## src/rtl/core/rspn_pkg.sv

```systemverilog
`default_nettype none

package rspn_pkg;

  // Class and field sizes.
  localparam int NumCls     = 6;
  localparam int MaxClasses = 6;
  localparam int ExpLutBits = 10;
  localparam int LutSize    = 1 << ExpLutBits;
  localparam int ExpW       = 17;
  localparam int TW         = 33;
  localparam int UW         = 34;
  localparam int SumW       = 19;
  localparam int NumW       = 32;
  localparam int QuoW       = 16;
  localparam int RespW      = 16;
  localparam int BitsPerDivStage = 2;
  localparam int DivStages  = QuoW / BitsPerDivStage;
  localparam logic [RespW-1:0] OneQ15 = 16'd32768;

  // Configuration register indexes.
  localparam logic [2:0] RegClassCount = 3'd0;
  localparam logic [2:0] RegPrior0     = 3'd1;
  localparam logic [2:0] RegPrior1     = 3'd2;
  localparam logic [2:0] RegPrior2     = 3'd3;
  localparam logic [2:0] RegPrior3     = 3'd4;
  localparam logic [2:0] RegPrior4     = 3'd5;
  localparam logic [2:0] RegPrior5     = 3'd6;
  localparam logic [3:0] LabelNone     = 4'hF;

  typedef struct packed {
    logic signed [31:0] loglik_0;
    logic signed [31:0] loglik_1;
    logic signed [31:0] loglik_2;
    logic signed [31:0] loglik_3;
    logic signed [31:0] loglik_4;
    logic signed [31:0] loglik_5;
    logic signed [3:0]  label;
    logic               last_row;
  } row_t;

  typedef struct packed {
    logic [15:0] resp_0;
    logic [15:0] resp_1;
    logic [15:0] resp_2;
    logic [15:0] resp_3;
    logic [15:0] resp_4;
    logic [15:0] resp_5;
    logic        label_error;
    logic        last_row_out;
  } res_t;

  // Per-row control that travels down the pipeline next to the data.
  typedef struct packed {
    logic [2:0] k;
    logic       unl;
    logic       err;
    logic [2:0] lab;
    logic       last;
  } ctl_t;

  typedef logic [ExpW-1:0] exp_tab_t [LutSize];

  // Builds the exp(-x) table in Q1.16 from a Taylor series and four squarings.
  function automatic exp_tab_t build_exp_tab();
    exp_tab_t    tab;
    logic [63:0] v;
    logic [63:0] term;
    logic [63:0] pos;
    logic [63:0] neg;
    logic [63:0] w;
    for (int n = 0; n < LutSize; n++) begin
      v    = 64'(n) << (30 - ExpLutBits);
      term = 64'd1 << 30;
      pos  = term;
      neg  = 64'd0;
      for (int q = 1; q <= 14; q++) begin
        term = ((term * v) >> 30) / 64'(q);
        if (q[0]) begin
          neg = neg + term;
        end else begin
          pos = pos + term;
        end
      end
      w = pos - neg;
      for (int s = 0; s < 4; s++) begin
        w = (w * w + (64'd1 << 29)) >> 30;
      end
      tab[n] = ExpW'((w + 64'd8192) >> 14);
    end
    return tab;
  endfunction

  localparam exp_tab_t ExpTab = build_exp_tab();

endpackage

`default_nettype wire

```

## src/rtl/core/rspn_div.sv

```systemverilog
`default_nettype none

module rspn_div (
  input  logic                      clk_i,
  input  logic [rspn_pkg::NumW-1:0] num_i,
  input  logic [rspn_pkg::SumW-1:0] den_i,
  output logic [rspn_pkg::QuoW-1:0] quo_o
);
  import rspn_pkg::*;

  logic [SumW-1:0] rem_q [DivStages];
  logic [QuoW-1:0] low_q [DivStages];
  logic [SumW-1:0] den_q [DivStages];
  logic [QuoW-1:0] quo_q [DivStages];

  // Each stage resolves a few quotient bits by restoring subtraction.
  for (genvar s = 0; s < DivStages; s++) begin : g_stage
    logic [SumW-1:0] rem_in;
    logic [QuoW-1:0] low_in;
    logic [SumW-1:0] den_in;
    logic [QuoW-1:0] quo_in;
    logic [SumW-1:0] rem_d;
    logic [QuoW-1:0] low_d;
    logic [QuoW-1:0] quo_d;
    logic [SumW:0]   trial;

    if (s == 0) begin : g_first
      // The upper half of the numerator is already below the divisor.
      assign rem_in = SumW'(num_i[NumW-1:QuoW]);
      assign low_in = num_i[QuoW-1:0];
      assign den_in = den_i;
      assign quo_in = '0;
    end else begin : g_next
      assign rem_in = rem_q[s-1];
      assign low_in = low_q[s-1];
      assign den_in = den_q[s-1];
      assign quo_in = quo_q[s-1];
    end

    always_comb begin
      rem_d = rem_in;
      low_d = low_in;
      quo_d = quo_in;
      trial = '0;
      for (int b = 0; b < BitsPerDivStage; b++) begin
        trial = {rem_d, low_d[QuoW-1]};
        low_d = {low_d[QuoW-2:0], 1'b0};
        if (trial >= {1'b0, den_in}) begin
          trial = trial - {1'b0, den_in};
          quo_d = {quo_d[QuoW-2:0], 1'b1};
        end else begin
          quo_d = {quo_d[QuoW-2:0], 1'b0};
        end
        rem_d = trial[SumW-1:0];
      end
    end

    always_ff @(posedge clk_i) begin
      rem_q[s] <= rem_d;
      low_q[s] <= low_d;
      den_q[s] <= den_in;
      quo_q[s] <= quo_d;
    end
  end

  assign quo_o = quo_q[DivStages-1];

endmodule

`default_nettype wire

```

## config.mk

```make
export PLATFORM = sky130hd
export DESIGN_NAME = rspn_div
export DESIGN_NICKNAME = d
export VERILOG_FILES = /design/src/rtl/core/rspn_pkg.sv /design/src/rtl/core/rspn_div.sv
export SDC_FILE = /design/constraint.sdc
export NUM_CORES = 1
export LEC_CHECK = 0
export ABC_AREA = 0
export BUFFER_PORTS_ARGS = -buffer_cell sky130_fd_sc_hd__buf_2
export CAP_MARGIN = 0
export CORE_AREA = 2 2 295 297
export DETAILED_ROUTE_END_ITERATION = 10
export DIE_AREA = 0 0 297 299
export PLACE_DENSITY_LB_ADDON = 0.1
export SYNTH_ARGS = -nofsm -noshare
export SYNTH_HDL_FRONTEND = slang
export SYNTH_SLANG_ARGS = --single-unit
```

## constraint.sdc

```tcl
create_clock -name clk_i -period 9.15 [get_ports clk_i]
set_input_delay 2.745 -clock clk_i [delete_from_list [all_inputs] [get_ports clk_i]]
set_output_delay 2.745 -clock clk_i [all_outputs]
set_load 0.03 [all_outputs]
```

==> results.yml, run 1 <==
cts:
  h-tree-depth: 2
  cts-root-buf: "clkbuf_16"
  cts_setup_buffers: 0
  clockBufferDepth: 3
  cts_buffers: 51
  cts.clk_slew.worst_paths_ns: 0.07
  cts-hold-fix-buffers: 0
  tritoncts: "yes"
  worstSkewPairLatency_ns: 0.61
  numClockSinks: 394
  ctsResizeCount: 0
critical_path:
  crit_start: "den_i[1]"
  critPathKind: "primary input to flop"
  critical_path_arrival_ns: 8.37
  worstPathRequired_ns: 9.65
  start_kind: "primary input"
  r2r-end: "rem_q[3][10]"
  rrSetupSlack_ns: 2.14
  cpPeakStageDelay_ns: 0.62
  cp_slowest_cell: "o31ai_1"
  cp_max_fo: 12
  endpoint_kind: "flop"
  crit_chain: "buf_2 > inv_1 > ha_1 > nor2b_1 > o21a_1 > o21ai_0 > a21o_1 > a2111oi_0 > nand3b_1 > nand2_1 > mux2_2 > ha_1 > nand2b_1 > a21oi_1 > nor4b_1 > o31ai_1 > a21oi_1 > o21ai_0 > a31oi_1 > inv_1 > buf_4 > mux2_2"
  cp-endpoint: "rem_q[0][2]"
  r2r-start: "den_q[2][0]"
  r2r_cells: 19
synthesis:
  yosys_warnings: 0
  synth_edf_count: 0
  synth.avg_cell_area_um2: 9.00
  netlist_instances: 2823
  synth_area_um2: 25400
  yosys.area.top_type_share: 0.310
  synthDistinctLibCells: 95
  ys_async_sr_fraction: 0
  synth-seq-area-share: 0.310
  synth_commonest_cells: "394 x dfxtp_1, 302 x ha_1, 249 x inv_1"
  ys.flop_type: "dfxtp_1"
  synth_seq_cells: 394
  netlist_top_cells_area: "dfxtp_1 31%, ha_1 15%, mux2_2 7.4%, xnor2_1 5.1%, a21oi_1 4.1%"
  synth_area_leader_cell: "dfxtp_1"
  synth_nets: 3192
  synth.most_common_cell: "dfxtp_1"
cells_and_area:
  syn2layout_area_growth_pct: 13.5
  final_layout_size_suffix_gt1_frac: 0.130
  register_area_um2: 7890
  final_util: 0.336
  nNetsFinal: 3287
  diodes: 0
  nFillCells: 8955
  multi_input_area_um2: 16400
global_routing:
  track_usage: 0.164
  grt_first_pass_wirelength_um: 117000
  grt_start_max_net_pins: 30
  antenna_found_initial: 0
  gr-total-overflow: 0
  grt_pass1_vias: 20800
die:
  io_pins: 68
  dieWidth_um: 297
  start_util: 0.296
  dieArea_um2: 88800
  die_y_um: 299
  rows: 108
  core_area_um2: 85900
drt:
  first_pass_iters: 5
  routed_wl_um: 73900
  wl_per_cell_um: 18.0
  drc: 0
  routed-via-count: 20500
  vias_per_cell: 4.98
  drt_iter0_markers: 1106
  postRouteAntennaNets: 0
sta:
  worstMarginPinSlew_ns: 1.14
  min_period_ns: 7.87
  post-route-period-util: 0.861
  hold_violations: 0
  clock.fmax_mhz: 127
  slew_violations: 0
  fin_skew_ns: 0.0327
  finalSetupViolations: 0
  rsz0062_at_grt: "no"
  maxSlewHeadroom: 0.240
  tns_ns: 0
  worst_hold_slack_ns: 0.321
outcome:
  status: "finished clean"
flow_run:
  cap_violations: 0
min_path:
  holdCritStartpoint: "low_q[2][10]"
  hold_class: "flop to flop"
placement:
  io_buffers: 67
  globalplace.congestion: 0.873
  dpl.hpwl_um: 61100
==> layout make-up <==
cell class | count | share of cell area
Clock buffer | 65 | 0.0492
Multi-Input combinational cell | 2139 | 0.568
Sequential cell | 394 | 0.273
Inverter | 250 | 0.0325
Timing Repair Buffer | 82 | 0.0155
Clock inverter | 28 | 0.0112
Tap cell | 1155 | 0.0501
==> sequential cells by signal (all words and copies together) (netlist names) <==
register,cells
den_q,133
quo_q,72
rem_q,133
low_q,56
==> layer usage <==
metal	vias up	routed length, um	GRT usage
met5	-	0	0
met4	0	2380	0.0557
met3	108	2230	0.0231
met2	300	35100	0.282
met1	9698	34200	0.210
li1	10400	-	-
==> worst max-delay path, delay by kind of cell <==
kind | cells | cell delay [ns]
AOI/OAI and AO/OA | 9 | 2.58
muxes | 2 | 0.81
buffers and inverters | 4 | 0.55
and+or+nand+nor | 5 | 1.01
adders and majority gates | 2 | 0.66
==> cell families (layout without fill, tap and decap cells) <==
logic type,count (synthesis),count (layout),share of synthesized area
AOI/OAI and AO/OA,749,749,0.194
xor gates and xnor gates,208,208,0.0717
buffers and inverters,290,425,0.0462
adders and majority gates,317,317,0.160
muxes,196,196,0.0864
and+or+nand+nor,669,669,0.131
DFF,394,394,0.310
==> worst min-delay path by stage <==
stage	slack (ns)	endpoint	cells past startpoint
6_report	0.32	low_q[3][12]	0
5_1_grt	0.33	low_q[3][6]	0
4_1_cts	0.32	low_q[3][6]	0
3_5_place_dp	0.31	quo_q[0][51]	0
3_3_place_gp	0.31	quo_q[1][45]	0
2_1_floorplan	0.31	low_q[1][10]	0
==> metrics by stage <==
stage / setup slack [ns] / std cells / area, um^2
2_1_floorplan: 1.93 / 2823 / 25400
6_report: 1.28 / 4113 / 28800
3_3_place_gp: 0.727 / 4020 / 27100
5_1_grt: 0.817 / 4113 / 28800
3_5_place_dp: 0.661 / 4020 / 27100
4_1_cts: 1.30 / 4113 / 28800
==> placed cells by master (no fill, tap or decap), types with 9 or more instances in the layout <==
cell type	instances
a211o_1	11
a211oi_1	26
a21boi_0	9
a21o_1	103
a21oi_1	206
a311oi_1	13
a31oi_1	21
and3_1	24
buf_2	67
buf_4	15
clkbuf_16	51
clkbuf_8	9
dfxtp_1	394
fa_1	15
ha_1	302
inv_1	249
mux2_2	166
mux2i_1	21
nand2_1	142
nand2b_1	31
nand3_1	69
nand4_1	37
nor2_1	179
nor2b_1	42
nor3_1	60
nor4_1	10
o211ai_1	18
o21a_1	35
o21ai_0	157
o21bai_1	18
o31a_1	16
o31ai_1	19
or2_2	12
or3_1	16
xnor2_1	149
xor2_1	59
Power of run 1 is left out: the tool's default activity adds up to more than one toggle a clock period on the data nets, which glitch-free logic cannot reach.
==> run 2: changes to the inputs <==
Settings changed: CORE_AREA 2 2 295 297 to 2 2 209 417, DIE_AREA 0 0 297 299 to 0 0 211 419.
==> run 2 against run 1 <==
Effect of this change: design area shrank 1.5%; sequential share of layout area grew 0.40 points; critical path depth shrank 1; largest cell class unchanged; first-iteration DRC count grew 28%; routed wire length shrank 12%; via count shrank 1.9%; highest routed layer unchanged; sequential cell count is the same.
==> results.yml, run 2 (synthesis results as in run 1) <==
critical_path:
  critPathKind: "primary input to flop"
  cp_max_fo: 14
  worstPathRequired_ns: 9.62
  start_kind: "primary input"
  endpoint_kind: "flop"
  critical_path_arrival_ns: 8.25
placement:
  io_buffers: 67
  dpl.hpwl_um: 52900
  globalplace.congestion: 0.814
  dp.cells: 3939
drt:
  vias_per_cell: 5.00
  drt_iter0_markers: 1416
  routed-via-count: 20100
  drc: 0
  first_pass_iters: 5
  routed_wl_um: 65300
  postRouteAntennaNets: 0
  wl_per_cell_um: 16.3
cts:
  numClockSinks: 394
  cts-hold-fix-buffers: 0
  cts-root-buf: "clkbuf_16"
  clockBufferDepth: 3
  cts_setup_buffers: 0
  worstSkewPairLatency_ns: 0.60
  h-tree-depth: 2
  cts_buffers: 43
  cts.clk_slew.worst_paths_ns: 0.06
  tritoncts: "yes"
  ctsResizeCount: 0
cells_and_area:
  diodes: 0
  nNetsFinal: 3275
  syn2layout_area_growth_pct: 11.8
  fin_cells: 4015
  final_layout_size_suffix_gt1_frac: 0.123
  nFillCells: 8835
  top_regs: "den_q: 133 flops, rem_q: 133 flops, quo_q: 72 flops"
  final_cell_mix: "394 x dfxtp_1, 302 x ha_1, 249 x inv_1"
  mostFrequentLayoutCell: "dfxtp_1"
global_routing:
  grt_first_pass_wirelength_um: 105000
  gr-total-overflow: 0
  antenna_found_initial: 0
  grtUsageMet1: 0.211
  groute.layer.met3.usage: 0.0245
  track_usage: 0.148
  grt_pass1_vias: 19300
  grt_start_max_net_pins: 30
  busiest_layer: "met2"
  met2_usage: 0.231
sta:
  min_period_ns: 7.79
  maxSlewHeadroom: 0.237
  worstMarginPinSlew_ns: 1.14
  slew_violations: 0
  fin_skew_ns: 0.0358
  clock.fmax_mhz: 128
  finalSetupViolations: 0
  post-route-period-util: 0.851
  tns_ns: 0
  rsz0062_at_grt: "no"
  hold_violations: 0
die:
  dieWidth_um: 211
  dieArea_um2: 88400
  io_pins: 68
  start_util: 0.298
  die_y_um: 419
  rows: 152
  core_area_um2: 85400
min_path:
  hold_class: "flop to flop"
outcome:
  status: "finished clean"
flow_run:
  cap_violations: 0
run 2: cell count changes in the layout (fill, tap and decap cells not counted), moves of 3 or more:
cell	change
clkbuf_16	-7
buf_4	-4
inv_6	-6
clkbuf_1	+3
clkbuf_8	-4
clkinvlp_4	-3
run 2: path summary, 6_finish.rpt:
kind / end / from / slack, ns / depth (start not counted)
setup / recovery: rem_q[0][18] / den_i[6] / 1.36 / 21
hold / removal: quo_q[1][43] / quo_q[1][25] / 0.32 / 0
setup reg to reg: rem_q[3][13] / den_q[2][0] / 2.15 / 19
hold reg to reg: quo_q[1][43] / quo_q[1][25] / 0.32 / 0
run 2: stage by stage:
step | setup slack (ns) | utilization | instance area (um^2) | hold slack (ns)
global placement | 0.900 | 0.316 | 27000 | 0.310
CTS | 1.42 | 0.333 | 28400 | 0.323
finish | 1.36 | 0.333 | 28400 | 0.322
floorplan | 1.93 | - | 25400 | 0.310
detailed placement | 0.800 | 0.316 | 27000 | 0.312
global route | 0.763 | 0.333 | 28400 | 0.324
run 2: area by class of cell:
type                    count  area (um^2)  share of cell area
clock buffers              57         1200              0.0422
clock inverters            19          249             0.00876
inverters                 250          938              0.0330
multi-input cells        2139        16400               0.576
flip-flops and latches    394         7890               0.278
well taps                1078         1350              0.0475
repair buffers             78          418              0.0147
run 2: worst max-delay path, stage by stage:
cell       delay [ns]
buf_2            0.11
inv_1            0.07
ha_1             0.35
and3_1           0.25
o211ai_1         0.11
a21o_1           0.24
a2111oi_0        0.59
nand3b_1         0.27
nand2_1          0.33
mux2_2           0.41
ha_1             0.35
nand2b_1         0.09
a21oi_1          0.24
nor4b_1          0.12
o31ai_1          0.68
a21oi_1          0.13
o21ai_0          0.35
a31oi_1          0.10
inv_1            0.08
buf_4            0.24
mux2_2           0.36
run 2: per-layer routing:
metal | vias to the layer above | part of all wire
li1 | 10400 | -
met1 | 9272 | 0.50
met2 | 384 | 0.43
met3 | 69 | 0.049
met4 | 0 | 0.021
met5 | - | 0
Power of run 2 is left out for the same reason.
